`config.mk`:
```
export PLATFORM = sky130hd
export DESIGN_NAME = c3c_csr
export DESIGN_NICKNAME = d
export VERILOG_FILES = /design/src/rtl/c3c_pkg.sv /design/src/rtl/c3c_csr.sv
export SDC_FILE = /design/constraint.sdc
export NUM_CORES = 1
export LEC_CHECK = 0
export BUFFER_PORTS_ARGS = -buffer_cell sky130_fd_sc_hd__buf_4
export CAP_MARGIN = 20
export CORE_MARGIN = 2
export CORE_UTILIZATION = 45
export CTS_CLUSTER_SIZE = 25
export DETAILED_ROUTE_END_ITERATION = 12
export GPL_TIMING_DRIVEN = 0
export PLACE_DENSITY = 0.8
export SLEW_MARGIN = 20
export SYNTH_ARGS = -nofsm -noshare
export SYNTH_HDL_FRONTEND = slang
export SYNTH_SLANG_ARGS = --single-unit
```
`constraint.sdc`:
```
create_clock -name clock -period 1.9 [get_ports clock]
set_clock_uncertainty 0.2 [all_clocks]
set_input_delay 0.38 -clock clock [delete_from_list [all_inputs] [get_ports clock]]
set_output_delay 0.38 -clock clock [all_outputs]
set_load 0.02 [all_outputs]
```
`src/rtl/c3c_pkg.sv`:
```
package c3c_pkg;

   localparam int MAX_WIDTH  = 1024;
   localparam int COL_ADDR_W = $clog2(MAX_WIDTH);

   localparam int COL_W      = 11;
   localparam int ROW_W      = 12;
   localparam int PIX_W      = 8;
   localparam int COEF_W     = 8;
   localparam int KROW_W     = 3 * COEF_W;
   localparam int SHIFT_W    = 3;

   // pixel (zero-extended to 9 bits) times signed coefficient
   localparam int PROD_W     = PIX_W + COEF_W + 1;
   localparam int ROW_SUM_W  = PROD_W + 1;
   localparam int TOTAL_W    = ROW_SUM_W + 2;

   localparam int CSR_ADDR_W = 5;
   localparam int CSR_DATA_W = 32;
   localparam int REG_IDX_W  = 3;

   localparam logic [REG_IDX_W-1:0] REG_IMAGE_WIDTH  = 3'd0;
   localparam logic [REG_IDX_W-1:0] REG_IMAGE_HEIGHT = 3'd1;
   localparam logic [REG_IDX_W-1:0] REG_KERNEL_TOP   = 3'd2;
   localparam logic [REG_IDX_W-1:0] REG_KERNEL_MID   = 3'd3;
   localparam logic [REG_IDX_W-1:0] REG_KERNEL_BOT   = 3'd4;
   localparam logic [REG_IDX_W-1:0] REG_FRAC_SHIFT   = 3'd5;

   localparam logic [COL_W-1:0]   RST_IMAGE_WIDTH  = 11'd1024;
   localparam logic [ROW_W-1:0]   RST_IMAGE_HEIGHT = 12'd1024;
   localparam logic [KROW_W-1:0]  RST_KERNEL_TOP   = 24'd65791;
   localparam logic [KROW_W-1:0]  RST_KERNEL_MID   = 24'd131326;
   localparam logic [KROW_W-1:0]  RST_KERNEL_BOT   = 24'd65791;
   localparam logic [SHIFT_W-1:0] RST_FRAC_SHIFT   = 3'd0;

   localparam logic [PIX_W-1:0]   PIX_MAX          = 8'd255;

   typedef struct packed {
      logic [COL_W-1:0]   image_width;
      logic [ROW_W-1:0]   image_height;
      logic [KROW_W-1:0]  kernel_top;
      logic [KROW_W-1:0]  kernel_mid;
      logic [KROW_W-1:0]  kernel_bot;
      logic [SHIFT_W-1:0] frac_shift;
   } cfg_type;

endpackage

```
`src/rtl/c3c_csr.sv`:
```
module c3c_csr (
   input  logic                           clock,
   input  logic                           reset,
   input  logic                           psel,
   input  logic                           penable,
   input  logic                           pwrite,
   input  logic [c3c_pkg::CSR_ADDR_W-1:0] paddr,
   input  logic [c3c_pkg::CSR_DATA_W-1:0] pwdata,
   output logic [c3c_pkg::CSR_DATA_W-1:0] prdata,
   output logic                           pready,
   output c3c_pkg::cfg_type               cfg
);

   c3c_pkg::cfg_type                 cfg_ff;
   c3c_pkg::cfg_type                 cfg_in;
   logic [c3c_pkg::REG_IDX_W-1:0]    reg_idx;

   assign reg_idx = paddr[c3c_pkg::CSR_ADDR_W-1:2];
   assign pready  = 1'b1;

   always_comb begin
      cfg_in = cfg_ff;
      if (psel && penable && pwrite) begin
         unique case (reg_idx)
            c3c_pkg::REG_IMAGE_WIDTH:  cfg_in.image_width  = pwdata[c3c_pkg::COL_W-1:0];
            c3c_pkg::REG_IMAGE_HEIGHT: cfg_in.image_height = pwdata[c3c_pkg::ROW_W-1:0];
            c3c_pkg::REG_KERNEL_TOP:   cfg_in.kernel_top   = pwdata[c3c_pkg::KROW_W-1:0];
            c3c_pkg::REG_KERNEL_MID:   cfg_in.kernel_mid   = pwdata[c3c_pkg::KROW_W-1:0];
            c3c_pkg::REG_KERNEL_BOT:   cfg_in.kernel_bot   = pwdata[c3c_pkg::KROW_W-1:0];
            c3c_pkg::REG_FRAC_SHIFT:   cfg_in.frac_shift   = pwdata[c3c_pkg::SHIFT_W-1:0];
            default: ;
         endcase
      end
   end

   always_comb begin
      unique case (reg_idx)
         c3c_pkg::REG_IMAGE_WIDTH:  prdata = c3c_pkg::CSR_DATA_W'(cfg_ff.image_width);
         c3c_pkg::REG_IMAGE_HEIGHT: prdata = c3c_pkg::CSR_DATA_W'(cfg_ff.image_height);
         c3c_pkg::REG_KERNEL_TOP:   prdata = c3c_pkg::CSR_DATA_W'(cfg_ff.kernel_top);
         c3c_pkg::REG_KERNEL_MID:   prdata = c3c_pkg::CSR_DATA_W'(cfg_ff.kernel_mid);
         c3c_pkg::REG_KERNEL_BOT:   prdata = c3c_pkg::CSR_DATA_W'(cfg_ff.kernel_bot);
         c3c_pkg::REG_FRAC_SHIFT:   prdata = c3c_pkg::CSR_DATA_W'(cfg_ff.frac_shift);
         default:                   prdata = '0;
      endcase
   end

   always_ff @(posedge clock) begin
      if (reset) begin
         cfg_ff.image_width  <= c3c_pkg::RST_IMAGE_WIDTH;
         cfg_ff.image_height <= c3c_pkg::RST_IMAGE_HEIGHT;
         cfg_ff.kernel_top   <= c3c_pkg::RST_KERNEL_TOP;
         cfg_ff.kernel_mid   <= c3c_pkg::RST_KERNEL_MID;
         cfg_ff.kernel_bot   <= c3c_pkg::RST_KERNEL_BOT;
         cfg_ff.frac_shift   <= c3c_pkg::RST_FRAC_SHIFT;
      end else begin
         cfg_ff <= cfg_in;
      end
   end

   assign cfg = cfg_ff;

endmodule

```
==> parameters.txt <==
Parameter                              Value

Outcome
  Run status ... complete, but fails checks
  Violated checks ... setup timing

Final layout
  Area grow syn2layout ... 45.9%
  Number of flip-flops under the largest register name ... 98
  Proportion of layout cells with a drive suffix above 1 ... 42.6%
  Final standard cell count with taps included and fillers excluded ... 833
  Layout fillers ... 791
  Post-route core utilization ... 67.5%
  # nets final ... 735
  Antenna diode instance count ... 0
  Cell area after layout ... 0.00697 mm²

Power
  Peak supply drop ... 0.000335 V
  Power Total ... 3.98 mW
  Standby leakage power ... 3.28 nW
  Power density over cell area ... 571 mW/mm²

Worst hold path
  Hold path start ... pwdata[16]
  Class of the most critical hold timing path ... input port to register
  Number of stages on the worst hold path ... 3

Global routing
  Pin count of the biggest net entering global routing ... 16
  Final global-route overflow total ... 0
  Wire length of the first global-routing pass ... 24,400 µm
  Antenna violations before repair ... 0
  Vias in the first global route ... 4,493
  Combined global-route utilization of all metal layers ... 27.9%

Logic synthesis
  Synth Warn # ... 0
  FF+latch count, synth ... 98
  Number of standard cells after synthesis ... 507
  Commonest cells post-synth ... mux2i_1, dfxtp_1, nand2b_1, o21ai_0, nor2_1
  Post-synth top area share ... 41.1%
  Share of synthesized area occupied by flip-flops and latches ... 41.1%
  Unique cell type count in the Yosys netlist ... 35
  Dominant cell type by area after synthesis ... dfxtp_1
  Async set-reset flop share out of synthesis ... 0%
  Mean area per synthesized cell ... 9.42 µm²
  Dominant register cell in the synthesized netlist ... dfxtp_1
  Number of enable flip-flop cells after synthesis ... 0
  Post-synthesis cell area ... 0.00478 mm²
  Most frequently used cell type in the post-synthesis netlist ... mux2i_1
  Top cells by area, synth ... dfxtp_1, mux2i_1, nand2b_1, o21ai_0, nor2_1

Flow run
  Count of max-cap constraint violations ... 0

Route
  Total length of routed wires ... 16,500 µm
  Post-detailed-route via-to-cell ratio ... 5.48
  Number of DRC markers in iteration 0 ... 396
  Number of iterations in the first detailed-routing pass ... 4
  Residual DRC count ... 0
  Count of nets left with antenna violations after detail routing ... 0
  Vias ... 4,564
  Wire per inst ... 19.8 µm

Floorplan
  Die Y-Extent ... 107 µm
  Die outline area ... 0.0115 mm²
  Count of boundary I/O pins ... 173
  Starting utilization of the core area ... 46.3%
  Horizontal die dimension ... 107 µm
  Number of rows created at floorplan ... 37
  Core ar. ... 0.0103 mm²

Setup path
  Endpoint of the worst register-to-register path ... cfg[90]
  CP startpoint ... cfg[31]
  Endpoint kind of the worst setup timing path ... output port
  Reg-to-reg critical path startpoint ... cfg[90]
  Data arrival at the endpoint of the critical path ... 1.50 ns
  Register-to-Register Path Depth ... 4
  Worst EP required ... 1.32 ns
  Endpoint of the worst setup timing path ... prdata[4]
  Critical path start-end classification ... register to output port
  Worst reg2reg setup slack ... 0.85 ns
  Maximum fanout along the worst path ... 2
  Crit path launch type ... register

Timing
  Final-report max-slew violation count ... 0
  Post-route fraction of the period consumed by the critical path ... 109%
  Count of endpoints failing setup in the final report ... 22
  Endpoints failing hold ... 0
  Highest achievable clock rate ... 0.481 GHz
  Accumulated negative setup slack ... -1.85 ns
  Worst-case hold slack ... 0.0787 ns
  RSZ-0062 raised after global routing ... true
  Post-layout min period ... 2.08 ns
  Final Worst Setup Slack ... -0.178 ns
  Worst-margin pin slew ... 0.750 ns
  Relative slew margins ... 49.6%

Clock tree
  Max H-tree Level ... 3
  Number of buffers inserted during clock tree synthesis ... 9
  TritonCTS clock tree ... yes
  Clock transition at the registers of the reported paths ... 0.10 ns
  Root Driver ... clkbuf_8
  Post-cts hold buffer count ... 0
  Worst-Skew Late Latency ... 0.36 ns
  Number of sinks handled by clock tree synthesis ... 98
  Number of buffers on the longest clock path ... 2

Place
  Pre-CTS WS ... -0.646 ns
  # placed instances ... 801
  Final weighted congestion of routability-driven global placement ... 0.859
  DPL Wire Length ... 11,200 µm
  Instance area after placement ... 0.00614 mm²
  Quantity of I/O buffers inserted on ports ... 151
## metal layers
layer	vias up	wire, µm	global-route usage (%)
li1	2099	-	-
met5	-	0	0
met4	0	469	11.4
met3	42	1340	5.71
met2	241	8110	48.3
met1	2182	6590	33.5
## critical path, cell delays in order, from the launching register on
cell and delay (ns):
dfxtp_2 0.33, mux4_2 0.45, a32o_1 0.23, buf_6 0.13
## final cells by class
| class | count | area [µm²] | area share, % |
|---|---|---|---|
| Timing Repair Buffer | 170 | 1450 | 20.7 |
| Buffer | 46 | 344 | 4.94 |
| Inverter | 2 | 11.3 | 0.162 |
| Sequential cell | 98 | 1980 | 28.4 |
| Clock inverter | 4 | 27.5 | 0.395 |
| Multi-Input combinational cell | 366 | 2840 | 40.7 |
| Tap cell | 136 | 170 | 2.44 |
| Clock buffer | 11 | 151 | 2.17 |
## layout by cell type, fill, tap and decap left out, types with 3 or more instances in the layout
cell and count:
nor2b_1 15, mux2_4 4, nand2b_1 77, buf_16 3
nand2_4 9, o21ai_0 34, dfxtp_1 82, clkbuf_8 12
nand2_2 4, o21ai_1 5, conb_1 9, o21a_1 3
dfxtp_2 16, buf_4 162, a22oi_2 3, mux2_2 9
nand3b_1 3, buf_12 6, or3_1 3, clkbuf_1 16
o21ai_2 11, mux2i_1 101, buf_2 4, a21oi_2 4
a221oi_2 5, nor2_1 42, buf_6 20
## how the worst min path moves through the flow
stage / end / slack [ns]
6_report: cfg[43] / 0.08
5_1_grt: cfg[44] / 0.10
4_1_cts: cfg[43] / 0.08
3_5_place_dp: cfg[72] / 0.28
3_3_place_gp: cfg[83] / 0.28
2_1_floorplan: cfg[43] / 0.33
## repair_timing
item,CTS,global route
resized for setup,77,68
setup endpoints to repair,24,24
pin swaps,16,6
buffers inserted,7,8
cloned,3,1
## cells by family (layout without fill, tap and decap cells)
| group | after synthesis | count (layout) | share of synthesized area [%] |
|---|---|---|---|
| buffers and inverters | 50 | 233 | 5.63 |
| other | 2 | 9 | 0.157 |
| AOI/OAI and AO/OA | 72 | 72 | 8.51 |
| muxes | 117 | 117 | 25.1 |
| and+or+nand+nor | 168 | 168 | 19.5 |
| DFF | 98 | 98 | 41.1 |
## report_power, final
part / switching (mW) / total, mW / internal, mW
Clock: 0.734 / 1.28 / 0.542
Combinational: 0.337 / 0.620 / 0.282
Sequential: 0.0154 / 2.08 / 2.07
Total: 1.09 / 3.98 / 2.89
(Power assumes the default switching activity.)
