<file path="config.mk">
export PLATFORM = sky130hd
export DESIGN_NAME = c3c_row_cell
export DESIGN_NICKNAME = d
export VERILOG_FILES = /design/src/rtl/c3c_pkg.sv /design/src/rtl/c3c_row_cell.sv
export SDC_FILE = /design/constraint.sdc
export NUM_CORES = 1
export LEC_CHECK = 0
export BUFFER_PORTS_ARGS = -buffer_cell sky130_fd_sc_hd__buf_2
export CORE_ASPECT_RATIO = 2
export CORE_UTILIZATION = 29
export CTS_BUF_LIST = sky130_fd_sc_hd__clkbuf_4
export CTS_CLUSTER_DIAMETER = 200
export DETAILED_ROUTE_END_ITERATION = 10
export SYNTH_ARGS = -nofsm -noshare
export SYNTH_HDL_FRONTEND = slang
export SYNTH_SLANG_ARGS = --single-unit
export TNS_END_PERCENT = 5
</file>
<file path="constraint.sdc">
create_clock -name clock -period 23.6 [get_ports clock]
set_input_delay 3.54 -clock clock [delete_from_list [all_inputs] [get_ports clock]]
set_output_delay 3.54 -clock clock [all_outputs]
set_load 0.02 [all_outputs]
</file>
<file path="src/rtl/c3c_pkg.sv">
package c3c_pkg;

   localparam int MAX_WIDTH  = 1024;
   localparam int COL_ADDR_W = $clog2(MAX_WIDTH);

   localparam int COL_W      = 11;
   localparam int ROW_W      = 12;
   localparam int PIX_W      = 8;
   localparam int COEF_W     = 8;
   localparam int KROW_W     = 3 * COEF_W;
   localparam int SHIFT_W    = 3;

   // pixel (zero-extended to 9 bits) times signed coefficient
   localparam int PROD_W     = PIX_W + COEF_W + 1;
   localparam int ROW_SUM_W  = PROD_W + 1;
   localparam int TOTAL_W    = ROW_SUM_W + 2;

   localparam int CSR_ADDR_W = 5;
   localparam int CSR_DATA_W = 32;
   localparam int REG_IDX_W  = 3;

   localparam logic [REG_IDX_W-1:0] REG_IMAGE_WIDTH  = 3'd0;
   localparam logic [REG_IDX_W-1:0] REG_IMAGE_HEIGHT = 3'd1;
   localparam logic [REG_IDX_W-1:0] REG_KERNEL_TOP   = 3'd2;
   localparam logic [REG_IDX_W-1:0] REG_KERNEL_MID   = 3'd3;
   localparam logic [REG_IDX_W-1:0] REG_KERNEL_BOT   = 3'd4;
   localparam logic [REG_IDX_W-1:0] REG_FRAC_SHIFT   = 3'd5;

   localparam logic [COL_W-1:0]   RST_IMAGE_WIDTH  = 11'd1024;
   localparam logic [ROW_W-1:0]   RST_IMAGE_HEIGHT = 12'd1024;
   localparam logic [KROW_W-1:0]  RST_KERNEL_TOP   = 24'd65791;
   localparam logic [KROW_W-1:0]  RST_KERNEL_MID   = 24'd131326;
   localparam logic [KROW_W-1:0]  RST_KERNEL_BOT   = 24'd65791;
   localparam logic [SHIFT_W-1:0] RST_FRAC_SHIFT   = 3'd0;

   localparam logic [PIX_W-1:0]   PIX_MAX          = 8'd255;

   typedef struct packed {
      logic [COL_W-1:0]   image_width;
      logic [ROW_W-1:0]   image_height;
      logic [KROW_W-1:0]  kernel_top;
      logic [KROW_W-1:0]  kernel_mid;
      logic [KROW_W-1:0]  kernel_bot;
      logic [SHIFT_W-1:0] frac_shift;
   } cfg_type;

endpackage

</file>
<file path="src/rtl/c3c_row_cell.sv">
module c3c_row_cell (
   input  logic                                 clock,
   input  logic                                 reset,
   input  logic                                 shift_en,
   input  logic [c3c_pkg::PIX_W-1:0]            pixel_in,
   input  logic [c3c_pkg::KROW_W-1:0]           coef_row,
   input  logic                                 row_ok,
   input  logic [2:0]                           col_ok,
   input  logic                                 sum_en,
   output logic signed [c3c_pkg::ROW_SUM_W-1:0] row_sum
);

   // tap 0 is the oldest column (left neighbor), tap 2 the newest
   logic [c3c_pkg::PIX_W-1:0]            tap_ff [3];
   logic [c3c_pkg::PIX_W-1:0]            tap_in [3];
   logic signed [c3c_pkg::ROW_SUM_W-1:0] sum_ff;
   logic signed [c3c_pkg::ROW_SUM_W-1:0] sum_in;

   always_comb begin
      tap_in[0] = tap_ff[0];
      tap_in[1] = tap_ff[1];
      tap_in[2] = tap_ff[2];
      if (shift_en) begin
         tap_in[0] = tap_ff[1];
         tap_in[1] = tap_ff[2];
         tap_in[2] = pixel_in;
      end
   end

   always_comb begin
      logic signed [c3c_pkg::PROD_W-1:0]    pix_s;
      logic signed [c3c_pkg::PROD_W-1:0]    coef_s;
      logic signed [c3c_pkg::PROD_W-1:0]    prod;
      logic signed [c3c_pkg::COEF_W-1:0]    coef_b;
      sum_in = '0;
      for (int c = 0; c < 3; c++) begin
         coef_b = coef_row[c*c3c_pkg::COEF_W +: c3c_pkg::COEF_W];
         pix_s  = $signed({{(c3c_pkg::PROD_W-c3c_pkg::PIX_W){1'b0}}, tap_ff[c]});
         coef_s = coef_b;
         prod   = pix_s * coef_s;
         if (row_ok && col_ok[c]) begin
            sum_in = sum_in + c3c_pkg::ROW_SUM_W'(prod);
         end
      end
   end

   always_ff @(posedge clock) begin
      if (reset) begin
         tap_ff[0] <= '0;
         tap_ff[1] <= '0;
         tap_ff[2] <= '0;
      end else begin
         tap_ff <= tap_in;
      end
      if (sum_en) begin
         sum_ff <= sum_in;
      end
   end

   assign row_sum = sum_ff;

endmodule

</file>
==> impl_metrics.prom <==
# TYPE chip_impl_metric gauge
chip_impl_info{name="status",value="finished, final reports clean"} 1
chip_impl_metric{name="fillcell_total",unit=""} 3520
chip_impl_metric{name="design.core.area",unit="mm²"} 0.0327
chip_impl_metric{name="std_cell_rows",unit=""} 94
chip_impl_metric{name="synth_fp_nets",unit=""} 1387
chip_impl_metric{name="area.sequential",unit="mm²"} 0.00102
chip_impl_info{name="unrepaired_setup_endpoints_after_global_routing",value="no"} 1
chip_impl_metric{name="placement.io_buffers",unit=""} 57
chip_impl_metric{name="wl",unit="mm"} 24.4
chip_impl_metric{name="clock_sink_count",unit=""} 42
chip_impl_metric{name="timing.setup.tns",unit="ps"} 0
chip_impl_metric{name="route.vias.total",unit=""} 7206
chip_impl_metric{name="final_hold_viol_count",unit=""} 0
chip_impl_metric{name="crit_buf_inv",unit=""} 9
chip_impl_metric{name="floorplan.die.height",unit="µm"} 259
chip_impl_metric{name="async_flop_share",unit=""} 0
chip_impl_info{name="hold_path_startpoint",value="tap_ff[8]$_SDFFE_PP0P_"} 1
chip_impl_metric{name="timing.clock.skew",unit="ps"} 28.3
chip_impl_metric{name="vias_per_cell",unit=""} 4.72
chip_impl_metric{name="synth.avg_cell_area",unit="µm²"} 9.06
chip_impl_metric{name="design_area",unit="mm²"} 0.0104
chip_impl_metric{name="initial_antenna_violation_count",unit=""} 1
chip_impl_metric{name="timing.reg2reg.worst_path_depth",unit=""} 39
chip_impl_info{name="clock-root-buffer",value="clkbuf_4"} 1
chip_impl_info{name="path_common_cell",value="fa_1"} 1
chip_impl_metric{name="post_synthesis_sequential_area_ratio",unit=""} 0.106
chip_impl_metric{name="netlist_area",unit="mm²"} 0.00961
chip_impl_metric{name="grt_max_degree",unit=""} 29
chip_impl_info{name="synth_top_cells_by_area",value="fa_1 30%, ha_1 19%, inv_1 8.2%"} 1
chip_impl_metric{name="initialDrtViolationCount",unit=""} 233
chip_impl_metric{name="max-cap-violations",unit=""} 0
chip_impl_metric{name="critical_path_cell_count",unit=""} 40
chip_impl_metric{name="worstMarginPinSlew",unit="ps"} 1110
chip_impl_metric{name="timing.final.setup_violations",unit=""} 0
chip_impl_metric{name="max_freq",unit="GHz"} 0.0699
chip_impl_metric{name="cts_post_setup_buffers_inserted",unit=""} 0
chip_impl_metric{name="initial_utilization",unit=""} 0.294
chip_impl_metric{name="die_width",unit="µm"} 131
chip_impl_metric{name="syn2layout_area_growth",unit="%"} 7.87
chip_impl_info{name="yosysTopAreaCell",value="fa_1"} 1
chip_impl_metric{name="wl_per_cell",unit="µm"} 16.0
chip_impl_metric{name="leakagePower",unit="nW"} 5.27
chip_impl_metric{name="h-tree-depth",unit=""} 2
chip_impl_metric{name="ant_nets",unit=""} 0
chip_impl_metric{name="grt_pass1_vias",unit=""} 7970
chip_impl_metric{name="edff_count_synth",unit=""} 18
chip_impl_metric{name="num_io_pins",unit=""} 58
chip_impl_info{name="critPathKind",value="in2reg"} 1
chip_impl_info{name="crit_slowest_cell",value="fa_1"} 1
chip_impl_metric{name="worst_hold_path.num_cells",unit=""} 2
chip_impl_metric{name="synth_warnings",unit=""} 0
chip_impl_metric{name="drc",unit=""} 0
chip_impl_metric{name="ir_drop",unit="µV"} 16.8
chip_impl_metric{name="final_layout_size_suffix_gt1_frac",unit=""} 0.0849
chip_impl_metric{name="fin_ws",unit="ps"} 9290
chip_impl_metric{name="synth.ff_latch_count",unit=""} 42
chip_impl_metric{name="slew-limit-headroom",unit=""} 0.260
chip_impl_metric{name="track_usage",unit=""} 0.154
chip_impl_metric{name="synth_cell_type_count",unit=""} 62
chip_impl_metric{name="fin_nets",unit=""} 1421
chip_impl_metric{name="gr-total-overflow",unit=""} 0
chip_impl_metric{name="drt_pre_antenna_iters",unit=""} 5
chip_impl_metric{name="layout_worst_path_cycle_share",unit=""} 0.606
chip_impl_metric{name="place_hpwl",unit="mm"} 21.9
chip_impl_info{name="cts_tree",value="built"} 1
chip_impl_metric{name="p_per_area",unit="mW/mm²"} 38.4
chip_impl_metric{name="ctsLongestPathBuffers",unit=""} 2
chip_impl_metric{name="cts_inserted_buffers",unit=""} 5
chip_impl_metric{name="synth.top_cell.area_share",unit=""} 0.296
chip_impl_metric{name="worst_setup_hold_path_clk_slew",unit="ps"} 160
chip_impl_info{name="critical_path.top_delay_family",value="adder cells"} 1
chip_impl_info{name="crit_path_start_kind",value="input port"} 1
chip_impl_metric{name="grt_first_pass_wirelength",unit="mm"} 39.7
chip_impl_info{name="crit_path_start",value="coef_row[7]"} 1
chip_impl_metric{name="placedInstanceArea",unit="mm²"} 0.0103
chip_impl_metric{name="clock_insertion_delay_worst_skew",unit="ps"} 430
chip_impl_metric{name="fp.dieArea",unit="mm²"} 0.0339
chip_impl_metric{name="syn_inst_count",unit=""} 1060
chip_impl_info{name="synth-main-ff-cell",value="dfxtp_1"} 1
chip_impl_info{name="critical_path.reg2reg.startpoint",value="tap_ff[22]$_SDFFE_PP0P_"} 1
chip_impl_metric{name="footprint_of_the_multi_input_gates",unit="mm²"} 0.00766
chip_impl_metric{name="cts_repair_resize_count",unit=""} 0
chip_impl_metric{name="ctsHoldBuffers",unit=""} 0
chip_impl_metric{name="dp_worst_setup_slack",unit="ps"} 8850
chip_impl_metric{name="critPathMaxStageDelay",unit="ps"} 550
chip_impl_info{name="critPathCaptureType",value="flip-flop"} 1
chip_impl_metric{name="gp_congestion",unit=""} 0.822
chip_impl_metric{name="drv_slew",unit=""} 0
chip_impl_metric{name="post-route-min-period",unit="ps"} 14310
chip_impl_metric{name="timing.critical_path.arrival",unit="ps"} 14490
chip_impl_metric{name="critical_path_data_required_time",unit="ps"} 23780
chip_impl_info{name="hold_class",value="reg2reg"} 1
chip_impl_metric{name="worstPathMaxFanout",unit=""} 6
==> cell usage in the layout, fill, tap and decap left out, types with 5 or more instances in the layout <==
cell type	count
inv_1	211
ha_1	145
fa_1	142
nand2_1	96
and2_1	95
nor2_1	63
buf_2	57
a21oi_1	30
mux2i_1	30
dfxtp_1	24
nand2b_1	22
xnor2_1	20
edfxtp_1	18
o21ai_0	15
o21a_1	14
nor3_1	11
a21o_1	10
mux2_2	10
o21bai_1	7
nand3_1	6
xor2_1	6
clkbuf_4	5
==> synth_stat cells, drive strengths merged (2+ instances only) <==
library cell    n
edfxtp         18
nand3           6
mux2           11
mux2i          30
o41ai           2
nand2          97
buf             5
fa            142
xnor2          20
dfxtp          24
o31a            3
o21a           14
nor2b           4
ha            145
nor2           63
inv           211
a311oi          2
nand2b         22
xor2            6
and3            5
or3             4
a211oi          5
o21ai          15
o22a            2
nor4            4
o21bai          7
o211ai          3
nor3           11
clkbuf         25
and2           95
o2bb2ai         2
a21oi          31
a21o           11
==> tightest hold or removal path: stages (launching register included) <==
cell,delay [ps]
dfxtp_1,450
mux2i_1,170
nor2_1,50
==> where the power goes <==
| part | switching [mW] | total, mW | leakage [nW] | internal (mW) |
|---|---|---|---|---|
| registers | 0.00730 | 0.0922 | 0.379 | 0.0849 |
| logic | 0.149 | 0.261 | 4.85 | 0.112 |
| clock network | 0.0324 | 0.0453 | 0.0377 | 0.0130 |
==> registers in the layout, summed over array words and instances, names as in the netlist <==
| name | flops |
|---|---|
| row_sum | 18 |
| tap_ff | 24 |
==> cells by family (layout without fill, tap and decap cells) <==
| group | after synthesis | in the layout | share of synthesized area |
|---|---|---|---|
| simple gates | 313 | 313 | 0.162 |
| compound gates | 110 | 110 | 0.0818 |
| xor+xnor | 26 | 26 | 0.0237 |
| flops | 42 | 42 | 0.106 |
| other cells | 0 | 1 | 0 |
| fa+ha+maj | 287 | 287 | 0.485 |
| mux | 41 | 41 | 0.0445 |
| buf+inv | 241 | 276 | 0.0969 |
==> per-layer routing <==
layer / vias to the layer above / routed length (µm) / track usage
met5: - / 0 / 0
met4: 0 / 1320 / 0.0868
met3: 62 / 435 / 0.00886
met2: 99 / 14700 / 0.323
met1: 3626 / 7910 / 0.137
li1: 3419 / - / -
==> through the flow <==
step / hold WS (ps) / instances / utilization / power [mW]
floorplan: 544 / 1060 / - / 0.291
global placement: 662 / 1519 / 0.315 / 0.352
detailed placement: 675 / 1519 / 0.315 / 0.356
CTS: 698 / 1527 / 0.317 / 0.405
global route: 713 / 1528 / 0.317 / 0.439
finish: 693 / 1528 / 0.317 / 0.398
==> final cells by class <==
cell class	instances	area share
timing repair buffer	57	0.0275
clock buffer	5	0.00362
antenna	1	0.000241
sequential	42	0.0985
clock inverter	3	0.00278
multi-input combinational	777	0.739
inverter	211	0.0764
tap	432	0.0522
==> final timing paths <==
kind | endpoint | slack (ps)
setup / recovery | row_sum[16]$_DFFE_PP_ | 9290
hold / removal | tap_ff[8]$_SDFFE_PP0P_ | 690
setup reg to reg | row_sum[16]$_DFFE_PP_ | 11960
hold reg to reg | tap_ff[8]$_SDFFE_PP0P_ | 690
Note: power is estimated with default switching activity, not from simulation.
